`src/hdl/pcsm_pkg.sv`:
```
// shared types, constants and helpers of the power channel switch manager
package pcsm_pkg;

	localparam int NUM_CHANNELS = 8;
	localparam int CH_W = 3;
	localparam int VAL_W = 16;
	localparam int PRIO_W = 3;
	localparam int LIM_PER_CH = 4;
	localparam int LIM_ENTRIES = NUM_CHANNELS * LIM_PER_CH;
	localparam int LIM_AW = $clog2(LIM_ENTRIES);
	localparam int QUEUE_DEPTH = 2;
	localparam int CFG_IDX_W = 2;

	localparam logic [CFG_IDX_W-1:0] CFG_DIS_LIMIT = 2'd0;
	localparam logic [CFG_IDX_W-1:0] CFG_TOP_LEVEL = 2'd1;
	localparam logic [CFG_IDX_W-1:0] CFG_LOW_LEVEL = 2'd2;

	localparam logic [1:0] LIM_ON  = 2'd0;
	localparam logic [1:0] LIM_OFF = 2'd1;
	localparam logic [1:0] LIM_MAX = 2'd2;
	localparam logic [1:0] LIM_MIN = 2'd3;

	localparam logic [VAL_W-1:0] MODE_TOP  = 16'd1;
	localparam logic [VAL_W-1:0] MODE_FULL = 16'd2;
	localparam logic [VAL_W-1:0] PRIO_MAX  = 16'd7;

	typedef enum logic [2:0] {
		OP_SET_PRIORITY = 3'd0,
		OP_SET_LIMIT    = 3'd1,
		OP_GROUP        = 3'd2,
		OP_SET_MODE     = 3'd3,
		OP_BATT_VOLT    = 3'd4,
		OP_BATT_CURR    = 3'd5,
		OP_CHAN_VOLT    = 3'd6,
		OP_RESUME       = 3'd7
	} op_t;

	typedef logic [NUM_CHANNELS-1:0] chmask_t;

	typedef struct packed {
		logic [2:0]       op;
		logic [CH_W-1:0]  channel;
		logic [CH_W-1:0]  second_channel;
		logic [1:0]       limit_select;
		logic [VAL_W-1:0] value;
		logic             discharging;
	} item_t;

	typedef struct packed {
		logic [7:0]      switch_states;
		logic [7:0]      enabled_states;
		logic [7:0]      resume_states;
		logic            shed_valid;
		logic [CH_W-1:0] shed_channel;
	} result_t;

	typedef struct packed {
		op_t               op;
		logic [CH_W-1:0]   ch;
		logic [CH_W-1:0]   ch2;
		logic [1:0]        sel;
		logic [VAL_W-1:0]  value;
		logic [PRIO_W-1:0] prio;
		logic              shed_req;
	} cmd_t;

	typedef struct packed {
		logic [PRIO_W-1:0] top_level;
		logic [PRIO_W-1:0] low_level;
	} levels_t;

endpackage

```
`src/hdl/power_channel_switch_manager.sv`:
```
// top level of the power channel switch manager: config registers, front and back ends
// the back end takes one command at a time; table, group, mode and resume events go straight
// to the output, battery voltage reads the on and if needed the off limit, battery current
// scans every channel only when it sheds, and channel voltage does two limit ram reads per
// channel in the window check; a 2-entry command queue takes items while the back end works
// reset: all switch, enable and resume bits clear, groups hold only their own channel,
// tables read as zero until written, registers at their reset values; no clearing pass
module power_channel_switch_manager #(
	parameter int QUEUE_DEPTH = pcsm_pkg::QUEUE_DEPTH
) (
	input  logic                              clk,
	input  logic                              arst_n,
	input  logic                              push,
	output logic                              full,
	input  pcsm_pkg::item_t                   item,
	output logic                              empty,
	input  logic                              pop,
	output pcsm_pkg::result_t                 result,
	input  logic                              cfg_valid,
	output logic                              cfg_ready,
	input  logic [pcsm_pkg::CFG_IDX_W-1:0]    cfg_index,
	input  logic [pcsm_pkg::VAL_W-1:0]        cfg_data
);
	import pcsm_pkg::*;

	logic [VAL_W-1:0] dis_limit_q;
	levels_t          levels_q;
	logic             cmd_valid;
	cmd_t             cmd;
	logic             cmd_take;

	assign cfg_ready = 1'b1;

	always_ff @(posedge clk or negedge arst_n) begin
		if (!arst_n) begin
			dis_limit_q        <= '1;
			levels_q.top_level <= '1;
			levels_q.low_level <= '0;
		end else if (cfg_valid) begin
			case (cfg_index)
				CFG_DIS_LIMIT: dis_limit_q        <= cfg_data;
				CFG_TOP_LEVEL: levels_q.top_level <= cfg_data[PRIO_W-1:0];
				CFG_LOW_LEVEL: levels_q.low_level <= cfg_data[PRIO_W-1:0];
				default: ;
			endcase
		end
	end

	pcsm_front #(
		.DEPTH(QUEUE_DEPTH)
	) u_front (
		.clk      (clk),
		.arst_n   (arst_n),
		.push     (push),
		.full     (full),
		.item     (item),
		.dis_limit(dis_limit_q),
		.cmd_valid(cmd_valid),
		.cmd      (cmd),
		.cmd_take (cmd_take)
	);

	pcsm_back u_back (
		.clk      (clk),
		.arst_n   (arst_n),
		.cmd_valid(cmd_valid),
		.cmd      (cmd),
		.cmd_take (cmd_take),
		.levels   (levels_q),
		.empty    (empty),
		.pop      (pop),
		.result   (result)
	);

	a_shed_zero: assert property (@(posedge clk) disable iff (!arst_n)
		(!empty && !result.shed_valid) |-> (result.shed_channel == '0))
		else $error("shed channel set without shed");

	a_shed_resume: assert property (@(posedge clk) disable iff (!arst_n)
		(!empty && result.shed_valid) |-> result.resume_states[result.shed_channel])
		else $error("shed channel not pending resume");

	a_result_hold: assert property (@(posedge clk) disable iff (!arst_n)
		(!empty && !pop) |=> (!empty && $stable(result)))
		else $error("waiting result changed");

endmodule

```
`src/hdl/pcsm_ram.sv`:
```
// generic single write port ram with registered read
module pcsm_ram #(
	parameter int WIDTH = 16,
	parameter int DEPTH = 32
) (
	input  logic                     clk,
	input  logic                     we,
	input  logic [$clog2(DEPTH)-1:0] waddr,
	input  logic [WIDTH-1:0]         wdata,
	input  logic [$clog2(DEPTH)-1:0] raddr,
	output logic [WIDTH-1:0]         rdata
);

	logic [WIDTH-1:0] mem_q [DEPTH];

	always_ff @(posedge clk) begin
		if (we) begin
			mem_q[waddr] <= wdata;
		end
		rdata <= mem_q[raddr];
	end

endmodule

```
`src/hdl/pcsm_front.sv`:
```
// front end: accepts items, classifies them and queues commands for the back end
module pcsm_front #(
	parameter int DEPTH = pcsm_pkg::QUEUE_DEPTH
) (
	input  logic                           clk,
	input  logic                           arst_n,
	input  logic                           push,
	output logic                           full,
	input  pcsm_pkg::item_t                item,
	input  logic [pcsm_pkg::VAL_W-1:0]     dis_limit,
	output logic                           cmd_valid,
	output pcsm_pkg::cmd_t                 cmd,
	input  logic                           cmd_take
);
	import pcsm_pkg::*;

	localparam int PTR_W = (DEPTH > 1) ? $clog2(DEPTH) : 1;
	localparam int CNT_W = $clog2(DEPTH + 1);
	localparam logic [PTR_W-1:0] PTR_LAST = PTR_W'(DEPTH - 1);
	localparam logic [CNT_W-1:0] CNT_FULL = CNT_W'(DEPTH);

	cmd_t             fifo_q [DEPTH];
	logic [PTR_W-1:0] wr_ptr_q;
	logic [PTR_W-1:0] rd_ptr_q;
	logic [CNT_W-1:0] cnt_q;
	cmd_t             cls;
	logic             wr_en;
	logic             rd_en;

	always_comb begin
		cls.op       = op_t'(item.op);
		cls.ch       = item.channel;
		cls.ch2      = item.second_channel;
		cls.sel      = item.limit_select;
		cls.value    = item.value;
		cls.prio     = (item.value > PRIO_MAX) ? PRIO_W'(PRIO_MAX) : item.value[PRIO_W-1:0];
		cls.shed_req = item.discharging && (item.value > dis_limit);
	end

	assign full      = (cnt_q == CNT_FULL);
	assign cmd_valid = (cnt_q != '0);
	assign cmd       = fifo_q[rd_ptr_q];
	assign wr_en     = push && !full;
	assign rd_en     = cmd_take && cmd_valid;

	always_ff @(posedge clk) begin
		if (wr_en) begin
			fifo_q[wr_ptr_q] <= cls;
		end
	end

	always_ff @(posedge clk or negedge arst_n) begin
		if (!arst_n) begin
			wr_ptr_q <= '0;
			rd_ptr_q <= '0;
			cnt_q    <= '0;
		end else begin
			if (wr_en) begin
				wr_ptr_q <= (wr_ptr_q == PTR_LAST) ? '0 : wr_ptr_q + 1'b1;
			end
			if (rd_en) begin
				rd_ptr_q <= (rd_ptr_q == PTR_LAST) ? '0 : rd_ptr_q + 1'b1;
			end
			if (wr_en && !rd_en) begin
				cnt_q <= cnt_q + 1'b1;
			end else if (rd_en && !wr_en) begin
				cnt_q <= cnt_q - 1'b1;
			end
		end
	end

endmodule

```
`src/hdl/pcsm_back.sv`:
```
// back end: channel state, sequencer for scans and the result register
module pcsm_back (
	input  logic              clk,
	input  logic              arst_n,
	input  logic              cmd_valid,
	input  pcsm_pkg::cmd_t    cmd,
	output logic              cmd_take,
	input  pcsm_pkg::levels_t levels,
	output logic              empty,
	input  logic              pop,
	output pcsm_pkg::result_t result
);
	import pcsm_pkg::*;

	localparam logic [CH_W-1:0] IDX_LAST = CH_W'(NUM_CHANNELS - 1);

	typedef enum logic [6:0] {
		ST_IDLE    = 7'b0000001,
		ST_LIM_ON  = 7'b0000010,
		ST_LIM_OFF = 7'b0000100,
		ST_SHED    = 7'b0001000,
		ST_WIN_MAX = 7'b0010000,
		ST_WIN_MIN = 7'b0100000,
		ST_OUT     = 7'b1000000
	} state_t;

	state_t              state_q;
	cmd_t                cmd_q;
	chmask_t             switch_q;
	chmask_t             enable_q;
	chmask_t             resume_q;
	chmask_t             group_q [NUM_CHANNELS];
	logic [PRIO_W-1:0]   prio_q [NUM_CHANNELS];
	logic [VAL_W-1:0]    volts_q [NUM_CHANNELS];
	logic [LIM_ENTRIES-1:0] lim_vld_q;
	logic                rd_vld_q;
	logic [CH_W-1:0]     idx_q;
	logic [CH_W-1:0]     low_q;
	logic                shed_v_q;
	logic [VAL_W-1:0]    max_q;
	result_t             out_q;
	logic                out_full_q;

	logic                ram_we;
	logic [LIM_AW-1:0]   ram_waddr;
	logic [LIM_AW-1:0]   ram_raddr;
	logic [VAL_W-1:0]    ram_rdata;
	logic [VAL_W-1:0]    lim;
	logic                slot_free;
	chmask_t             col_ch;
	chmask_t             col_idx;
	chmask_t             col_cand;
	chmask_t             col_resume;
	chmask_t             mode_en;
	logic [CH_W-1:0]     cand;
	logic                trip;

	function automatic chmask_t group_col(input chmask_t masks [NUM_CHANNELS],
			input logic [CH_W-1:0] c);
		chmask_t m;
		for (int i = 0; i < NUM_CHANNELS; i++) begin
			m[i] = masks[i][c];
		end
		return m;
	endfunction

	assign slot_free = !out_full_q || pop;
	assign cmd_take  = (state_q == ST_IDLE) && cmd_valid;
	assign empty     = !out_full_q;
	assign result    = out_q;
	assign lim       = rd_vld_q ? ram_rdata : '0;

	assign ram_we    = cmd_take && (cmd.op == OP_SET_LIMIT);
	assign ram_waddr = {cmd.ch, cmd.sel};

	always_comb begin
		case (state_q)
			ST_IDLE:    ram_raddr = (cmd.op == OP_CHAN_VOLT) ? {CH_W'(0), LIM_MAX}
			                                                 : {cmd.ch, LIM_ON};
			ST_LIM_ON:  ram_raddr = {cmd_q.ch, LIM_OFF};
			ST_WIN_MAX: ram_raddr = {idx_q, LIM_MIN};
			ST_WIN_MIN: ram_raddr = {idx_q + 1'b1, LIM_MAX};
			default:    ram_raddr = {cmd_q.ch, LIM_ON};
		endcase
	end

	always_comb begin
		col_ch   = group_col(group_q, cmd_q.ch);
		col_idx  = group_col(group_q, idx_q);
		cand     = (enable_q[idx_q] && (prio_q[idx_q] <= prio_q[low_q])) ? idx_q : low_q;
		col_cand = group_col(group_q, cand);
		trip     = enable_q[idx_q] && ((volts_q[idx_q] > max_q) || (volts_q[idx_q] < lim));
		col_resume = '0;
		for (int i = 0; i < NUM_CHANNELS; i++) begin
			if (enable_q[i] && resume_q[i]) begin
				col_resume = col_resume | group_col(group_q, CH_W'(i));
			end
			if (cmd.value == MODE_TOP) begin
				mode_en[i] = (prio_q[i] == levels.top_level);
			end else if (cmd.value == MODE_FULL) begin
				mode_en[i] = (prio_q[i] >= levels.low_level);
			end else begin
				mode_en[i] = 1'b0;
			end
		end
	end

	pcsm_ram #(
		.WIDTH(VAL_W),
		.DEPTH(LIM_ENTRIES)
	) u_lim_ram (
		.clk  (clk),
		.we   (ram_we),
		.waddr(ram_waddr),
		.wdata(cmd.value),
		.raddr(ram_raddr),
		.rdata(ram_rdata)
	);

	always_ff @(posedge clk) begin
		if (cmd_take) begin
			cmd_q <= cmd;
		end
		if (state_q == ST_WIN_MAX) begin
			max_q <= lim;
		end
		if ((state_q == ST_OUT) && slot_free) begin
			out_q.switch_states  <= switch_q;
			out_q.enabled_states <= enable_q;
			out_q.resume_states  <= resume_q;
			out_q.shed_valid     <= shed_v_q;
			out_q.shed_channel   <= low_q;
		end
	end

	always_ff @(posedge clk or negedge arst_n) begin
		if (!arst_n) begin
			state_q    <= ST_IDLE;
			switch_q   <= '0;
			enable_q   <= '0;
			resume_q   <= '0;
			lim_vld_q  <= '0;
			rd_vld_q   <= 1'b0;
			idx_q      <= '0;
			low_q      <= '0;
			shed_v_q   <= 1'b0;
			out_full_q <= 1'b0;
			for (int i = 0; i < NUM_CHANNELS; i++) begin
				group_q[i] <= chmask_t'(1) << i;
				prio_q[i]  <= '0;
				volts_q[i] <= '0;
			end
		end else begin
			rd_vld_q <= lim_vld_q[ram_raddr];
			if ((state_q == ST_OUT) && slot_free) begin
				out_full_q <= 1'b1;
			end else if (pop && out_full_q) begin
				out_full_q <= 1'b0;
			end
			case (state_q)
				ST_IDLE: begin
					if (cmd_valid) begin
						idx_q    <= '0;
						low_q    <= '0;
						shed_v_q <= 1'b0;
						case (cmd.op)
							OP_SET_PRIORITY: begin
								prio_q[cmd.ch] <= cmd.prio;
								state_q        <= ST_OUT;
							end
							OP_SET_LIMIT: begin
								lim_vld_q[{cmd.ch, cmd.sel}] <= 1'b1;
								state_q                      <= ST_OUT;
							end
							OP_GROUP: begin
								for (int i = 0; i < NUM_CHANNELS; i++) begin
									if (group_q[i][cmd.ch] || group_q[i][cmd.ch2]) begin
										group_q[i][cmd.ch]  <= 1'b1;
										group_q[i][cmd.ch2] <= 1'b1;
									end
								end
								state_q <= ST_OUT;
							end
							OP_SET_MODE: begin
								if (cmd.value <= MODE_FULL) begin
									enable_q <= mode_en;
								end
								state_q <= ST_OUT;
							end
							OP_BATT_VOLT: begin
								if (enable_q[cmd.ch]) begin
									state_q <= ST_LIM_ON;
								end else begin
									state_q <= ST_OUT;
								end
							end
							OP_BATT_CURR: begin
								if (cmd.shed_req) begin
									state_q <= ST_SHED;
								end else begin
									state_q <= ST_OUT;
								end
							end
							OP_CHAN_VOLT: begin
								if (switch_q[cmd.ch]) begin
									volts_q[cmd.ch] <= cmd.value;
								end
								state_q <= ST_WIN_MAX;
							end
							OP_RESUME: begin
								switch_q <= switch_q | col_resume;
								resume_q <= resume_q & ~enable_q;
								state_q  <= ST_OUT;
							end
							default: state_q <= ST_OUT;
						endcase
					end
				end
				ST_LIM_ON: begin
					if (cmd_q.value >= lim) begin
						switch_q <= switch_q | col_ch;
						state_q  <= ST_OUT;
					end else begin
						state_q <= ST_LIM_OFF;
					end
				end
				ST_LIM_OFF: begin
					if (cmd_q.value < lim) begin
						switch_q <= switch_q & ~col_ch;
					end
					state_q <= ST_OUT;
				end
				ST_SHED: begin
					low_q <= cand;
					if (idx_q == IDX_LAST) begin
						switch_q       <= switch_q & ~col_cand;
						resume_q[cand] <= 1'b1;
						shed_v_q       <= 1'b1;
						state_q        <= ST_OUT;
					end else begin
						idx_q <= idx_q + 1'b1;
					end
				end
				ST_WIN_MAX: state_q <= ST_WIN_MIN;
				ST_WIN_MIN: begin
					if (trip) begin
						switch_q        <= switch_q & ~col_idx;
						resume_q[idx_q] <= 1'b1;
					end
					if (idx_q == IDX_LAST) begin
						state_q <= ST_OUT;
					end else begin
						idx_q   <= idx_q + 1'b1;
						state_q <= ST_WIN_MAX;
					end
				end
				ST_OUT: begin
					if (slot_free) begin
						state_q <= ST_IDLE;
					end
				end
				default: state_q <= ST_IDLE;
			endcase
		end
	end

endmodule
```
`config.mk`:
```
export PLATFORM = sky130hd
export DESIGN_NAME = power_channel_switch_manager
export DESIGN_NICKNAME = d
export VERILOG_FILES = /design/src/hdl/pcsm_pkg.sv /design/src/hdl/power_channel_switch_manager.sv /design/src/hdl/pcsm_ram.sv /design/src/hdl/pcsm_front.sv /design/src/hdl/pcsm_back.sv
export SDC_FILE = /design/constraint.sdc
export NUM_CORES = 2
export LEC_CHECK = 0
export BUFFER_PORTS_ARGS = -buffer_cell sky130_fd_sc_hd__buf_2
export CAP_MARGIN = 20
export CORE_ASPECT_RATIO = 1.1
export CORE_MARGIN = 3
export CORE_UTILIZATION = 40
export DETAILED_ROUTE_END_ITERATION = 7
export PLACE_DENSITY_LB_ADDON = 0.3
export SLEW_MARGIN = 15
export SYNTH_ARGS = -nofsm -noshare
export SYNTH_HDL_FRONTEND = slang
export SYNTH_SLANG_ARGS = --single-unit
```
`constraint.sdc`:
```
create_clock -name clk -period 7.9 [get_ports clk]
set_clock_uncertainty 0.2 [all_clocks]
set_input_delay 0.395 -clock clk [delete_from_list [all_inputs] [get_ports clk]]
set_output_delay 0.395 -clock clk [all_outputs]
set_load 0.02 [all_outputs]
```
# == Yosys cells after proc, flatten, opt, wreduce, memory -nomap -nowiden ==
# Memory sizes are Yosys's and may differ from the RTL's. A register that Yosys moved wholly into a read port is not among the register bits.
# Cells that the tools add are included.
# word_totals
mem_bits_rw,574
regBits,377
input_bits,51
mem_count,2
# op_classes
reduce_logical,71
order_cmp,32
n_eq_ne,36
n_addsub,5
n_bitwise,39
muxes,180
# memory_table
memory,words,word_bits,read_ports,rd_ports_with_merged_regs,write_ports,line_no,rtl
u_back.u_lim_ram.mem_q,32,16,1,1,1,pcsm_ram.sv:14,logic [WIDTH-1:0] mem_q [DEPTH];
u_front.fifo_q,2,31,1,0,1,pcsm_front.sv:22,cmd_t fifo_q [DEPTH];
# op_table
op,count
bitwise OR 8 bit,27
two-way mux 8 bit,18
binary-select mux 1 bit (select 3 bit),43
bitwise mux 128 bit,1
two-way mux 1 bit,75
two-way mux 16 bit,4
two-way mux 7 bit,7
one-hot mux 7 bit (7 select lines),1
binary-select mux 16 bit (select 3 bit),1
demux 16 bit (select 3 bit),1
one-hot mux 8 bit (5 select lines),1
AND reduction 4 bit,10
AND 8 bit,4
greater-than comparator 16 bit,2
< comparator 16 bit,2
NOT 8 bit,4
bitwise OR 32 bit,1
one-hot mux 7 bit (4 select lines),1
two-way mux 3 bit,9
logical AND 1 bit,25
bitwise mux 24 bit,1
equality test 3 bit,8
greater-or-equal comparator 3 bit,8
one-hot mux 8 bit (3 select lines),1
other kinds (54),108

# == Longest topological paths before layout ==
# depth
ltp_word,20
ltp_mapped,19

# == Modules after synthesis ==
# Synthesis repeated with hierarchy kept, for this count alone.
# unflattened
hier_cells,3122
hier_area_um2,44203.6
# by_module_without_submodules
module,n_inst,cells_per_inst,area_per_inst_um2
pcsm_ram,1,1143,20534.7
pcsm_back,1,1749,19904.1
pcsm_front,1,180,2882.8
power_channel_switch_manager,1,50,882.1

# == Least setup slack after synthesis ==
# No wires, ideal clock.
# synth_path
kind,reg-to-reg
startpoint,reg u_back.idx_q[0]
endpoint,reg u_back.switch_q[2]
path_stages_with_launch,19
n_path_buf,5
setup_time_ns,0.077
period_less_slack_ns,4.589
t_required_ns,7.623
setup_slack_ns,3.311
arrival_ns,4.312
cell_sequence,dfrtp_1 > buf_2 > buf_1 > clkbuf_1 > buf_1 > mux2i_1 > nor2_1 > a21oi_1 > o21ai_0 > ha_1 > nor2_1 > a31oi_1 > a21oi_1 > or2_2 > nor2_1 > buf_1 > a221oi_1 > or3_1 > a21oi_1
# synth_between
elab_chain_len,13
word_cells_on_any_way,31
classes_between,3 x order compare; 3 x eq/ne; 16 x mux; 5 x bitwise; 4 x reduce/logical
# synth_lines
element,line_no,rtl
"start, declared",pcsm_back.sv:37,logic [CH_W-1:0] idx_q;
"start signal, assigned",pcsm_back.sv:241,idx_q <= idx_q + 1'b1;
"start signal, assigned",pcsm_back.sv:253,idx_q <= idx_q + 1'b1;
NOT 3 -> 4 bit (implied by the code),"pcsm_back.sv:90, pcsm_back.sv:92",
binary-select mux 3 bit (select 3 bit),pcsm_back.sv:90,cand = (enable_q[idx_q] && (prio_q[idx_q] <= prio_q[low_q])) ? idx_q : low_q;
two-way mux 3 bit (implied by the code) (2 in series),pcsm_back.sv:90,
less-or-equal comparator 3 bit,pcsm_back.sv:90,
logical AND 1 bit,pcsm_back.sv:90,
two-way mux 3 bit,pcsm_back.sv:90,
binary-select mux 1 bit (select 3 bit),pcsm_back.sv:62,m[i] = masks[i][c];
two-way mux 1 bit (implied by the code),pcsm_back.sv:62,
NOT 8 bit,pcsm_back.sv:236,switch_q <= switch_q & ~col_cand;
AND 8 bit,pcsm_back.sv:236,
two-way mux 8 bit,pcsm_back.sv:235,if (idx_q == IDX_LAST) begin
one-hot mux 8 bit (5 select lines),pcsm_back.sv:160,case (state_q)
"end signal, assigned",pcsm_back.sv:229,switch_q <= switch_q & ~col_ch;
"end signal, assigned",pcsm_back.sv:236,
"end signal, assigned",pcsm_back.sv:247,switch_q <= switch_q & ~col_idx;
"end, declared",pcsm_back.sv:29,chmask_t switch_q;
# Several ways; a longest one is shown, not always the timed one. The select of a mux whose other input is x is not followed.
# A chain may end at the register's enable or synchronous reset.

# == Worst setup path in the final report ==
# layout_path
startpoint,reg u_back.idx_q[0]
endpoint,reg u_back.switch_q[3]
# The elaborated chain is that of the path after synthesis.

==> metrics.txt <==
layout cells sized above 1=0.148; DRC errors left=0; Hold WS=0.102 ns; buffer count from post-CTS setup fixing=0; Core ar.=0.111 mm2; Mean Syn Cell Area=roughly 12 um2; Slew @ Worst Pin=between 1 and 1.5 ns; Initial DRC Count=~3.3k; Ports=slightly above 80; # port buffers=80; Worst Hold Class=input pin to async pin; EDFF count, synth=637; Seq. cell area=about 0.027 mm2; WL final=between 100 and 150 mm; P_int=~11000 uW; Critical Path Slowest Stage Cell=nor2_1; fmax=roughly 180 MHz; Post-synth ARST share=0.325; GRT overflow=0; reg2reg setup slack=2.36 ns; clock sink count=between 900 and 1k; Main synth FF type=edfxtp_1; Mapped Cells=approximately 3.7k; Crit path max-delay family=simple AND/OR/NAND/NOR gates; Fin. Hold Viols=0; Simple-Gate Fraction of Synth Area=0.122; Synthesized Nets=3812; Clock Latency Late Sink=between 0.6 and 0.7 ns; Leak=approximately 0.020 uW; crit-path cells=nor2_1 > a22oi_1 > o22a_1 > o21ai_0 > ha_1 > a31oi_1 > and2_1 > or3_1 > nand2_1 > a2111oi_0 > o31ai_1 > a31oi_1; Reg power frac=0.402; largest net degree at the start of global routing=between 150 and 200; Die Height=around 360 um; most frequent cells in the layout=edfxtp_1, nand2_1, dfrtp_1, nand3_1, mux2i_1; unrepaired setup endpoints after global routing=false; CP max FO=59; Area Growth Syn to Fin=13.1%; final-report setup violation count=0; # H-tree levels=3; nets=a little under 4k; WP buf/inv=0; Setup TNS Final=0 ns; synthesized flop and latch total=slightly below 1k; commonest non-fill, non-tap cell in the layout=edfxtp_1; routed len/inst=between 20 and 30 um; Final period util=0.701; GPL Wtd Cong=around 0.95; Worst VDD drop=about 290 uV; Multi-input gate area=0.0163 mm2; RR Startpoint=u_back.idx_q[0]$_DFFE_PN0P_; mux cell area share after synthesis=0.0993; total CTS buffers=100; NetSw=about 7000 uW; Top cell by count, worst path=a31oi_1; fin worst setup slack=2.36 ns; worst reg2reg path depth=12; antenna violations before repair=7; Gate power share=0.337; Synth Area in Compound Gates=0.109; Vias=31.4k; Critical Path AT=5.93 ns; CP Class=flop to flop; final core utilization=0.457; largest family of logic cells by synthesized area=simple AND/OR/NAND/NOR gates; clock share of power=0.261; Root Buffer=clkbuf_16; min Tclk post-route=5.54 ns; Slew headroom=0.177; synth warn=0; die area=around 0.12 mm2; XOR/XNOR Fraction of Synth Area=0.00585; first-pass GRT wire length=204 mm; MaxCap Viol Count=0; Clock Path Buffers=3; vias in the first global route=approximately 31k; max-slew violations=0; PostCTS Resize Cnt=0; max incr delay on CP=1.05 ns; mapped cell area=~0.045 mm2; Distinct cells, synth=97; Final ANT Viol Nets=0; share of the yosys chip area belonging to registers=0.609; First-pass DRT Iterations=8; post-synthesis adder-cell area fraction=0.0259; Global Route Usage Sum=0.232; vias per cell=between 5 and 6; FF-to-FF End=u_back.switch_q[3]$_DFFE_PN0P_; dpl hpwl=roughly 87 mm; critical path capture point type=flop; Initial Util=0.404; Pwr Density=355 mW/mm2; CTS tree=done; CP Launch Type=flop; FILL cells=between 9k and 10k; die width=approximately 330 um; Sw Share=0.386; Placement Setup Slack=roughly 2.6 ns; hold_buf cts=57; num rows=between 100 and 150; status=complete, no violations; Clk pin slew, worst setup/hold paths=0.06 ns; CP Data Required Time=between 8 and 9 ns
-- cells in the mapped netlist, drive strengths merged (62+ instances only) --
master	count	area, um2
edfxtp	637	19100
nand2	568	2130
dfrtp	286	7160
nand3	206	1050
mux2	204	2300
nor2	161	752
mux2i	159	1620
o21ai	143	723
a21oi	124	632
clkbuf	116	437
inv	96	360
a21o	95	713
ha	93	1160
buf	83	480
a22oi	63	473
o22ai	62	388
-- how the worst max path moves through the flow --
| stage | from | end | slack (ns) | depth (start not counted) |
|---|---|---|---|---|
| 6_report | u_back.idx_q[0]$_DFFE_PN0P_ | u_back.switch_q[3]$_DFFE_PN0P_ | 2.36 | 12 |
| 5_1_grt | u_back.idx_q[0]$_DFFE_PN0P_ | u_back.switch_q[3]$_DFFE_PN0P_ | 2.17 | 12 |
| 4_1_cts | u_back.idx_q[0]$_DFFE_PN0P_ | u_back.switch_q[2]$_DFFE_PN0P_ | 2.54 | 12 |
| 3_5_place_dp | u_back.idx_q[0]$_DFFE_PN0P_ | u_back.switch_q[3]$_DFFE_PN0P_ | 2.59 | 12 |
| 3_3_place_gp | u_back.idx_q[0]$_DFFE_PN0P_ | u_back.switch_q[2]$_DFFE_PN0P_ | 2.63 | 12 |
| 2_1_floorplan | u_back.idx_q[0]$_DFFE_PN0P_ | u_back.switch_q[2]$_DFFE_PN0P_ | 3.31 | 18 |
-- flip-flops by register name, summed over array words and instances, names as in the netlist, 3 cells and up --
register / count
u_back.u_lim_ram.mem_q: 512
u_back.cmd_q: 19
u_back.switch_q: 8
u_front.fifo_q: 62
u_back.enable_q: 8
u_back.resume_q: 8
u_back.max_q: 16
u_back.state_q: 7
u_back.idx_q: 3
u_back.group_q: 64
u_back.prio_q: 24
u_back.lim_vld_q: 32
u_back.result: 28
u_back.volts_q: 128
u_back.u_lim_ram.rdata: 16
u_back.low_q: 3
dis_limit_q: 16
levels_q: 6
-- through the flow --
| step | total power (uW) | std cells | area [um2] |
|---|---|---|---|
| floorplan | 10900 | 3668 | 44900 |
| global placement | 13200 | 5113 | 46900 |
| detailed placement | 13300 | 5114 | 46900 |
| CTS | 18000 | 5361 | 50700 |
| global route | 18900 | 5366 | 50800 |
| finish | 18000 | 5366 | 50800 |
-- layout make-up --
class,count,area share
clock buffer,148,0.0552
multi-input combinational,2405,0.322
clock inverter,42,0.00944
inverter,97,0.00720
antenna,4,0.000197
timing repair buffer,208,0.0308
tap,1495,0.0368
sequential,967,0.539
-- layer usage --
metal / global-route usage / vias to the layer above / routed length [um]
met3: 0.0376 / 369 / 9580
met5: 0 / - / 16
li1: - / 13900 / -
met2: 0.374 / 1395 / 63300
met4: 0.108 / 2 / 7010
met1: 0.308 / 15737 / 56500
-- power groups by stage --
stage	Clock, uW	Sequential [uW]	Combinational, uW
after detailed placement	0	7290	6010
final	4700	7250	6070
after global routing	4980	7280	6590
after floorplan	0	6840	4090
after CTS	4760	7190	6050
after global placement	0	7290	5940
-- cells by family after synthesis --
logic type                 after synthesis
and+or+nand+nor                       1169
DFF                                    967
AOI/OAI and AO/OA                      725
muxes                                  387
buffers and inverters                  296
adders and majority gates               93
xor gates and xnor gates                30
other                                    1
(Power assumes the default switching activity.)
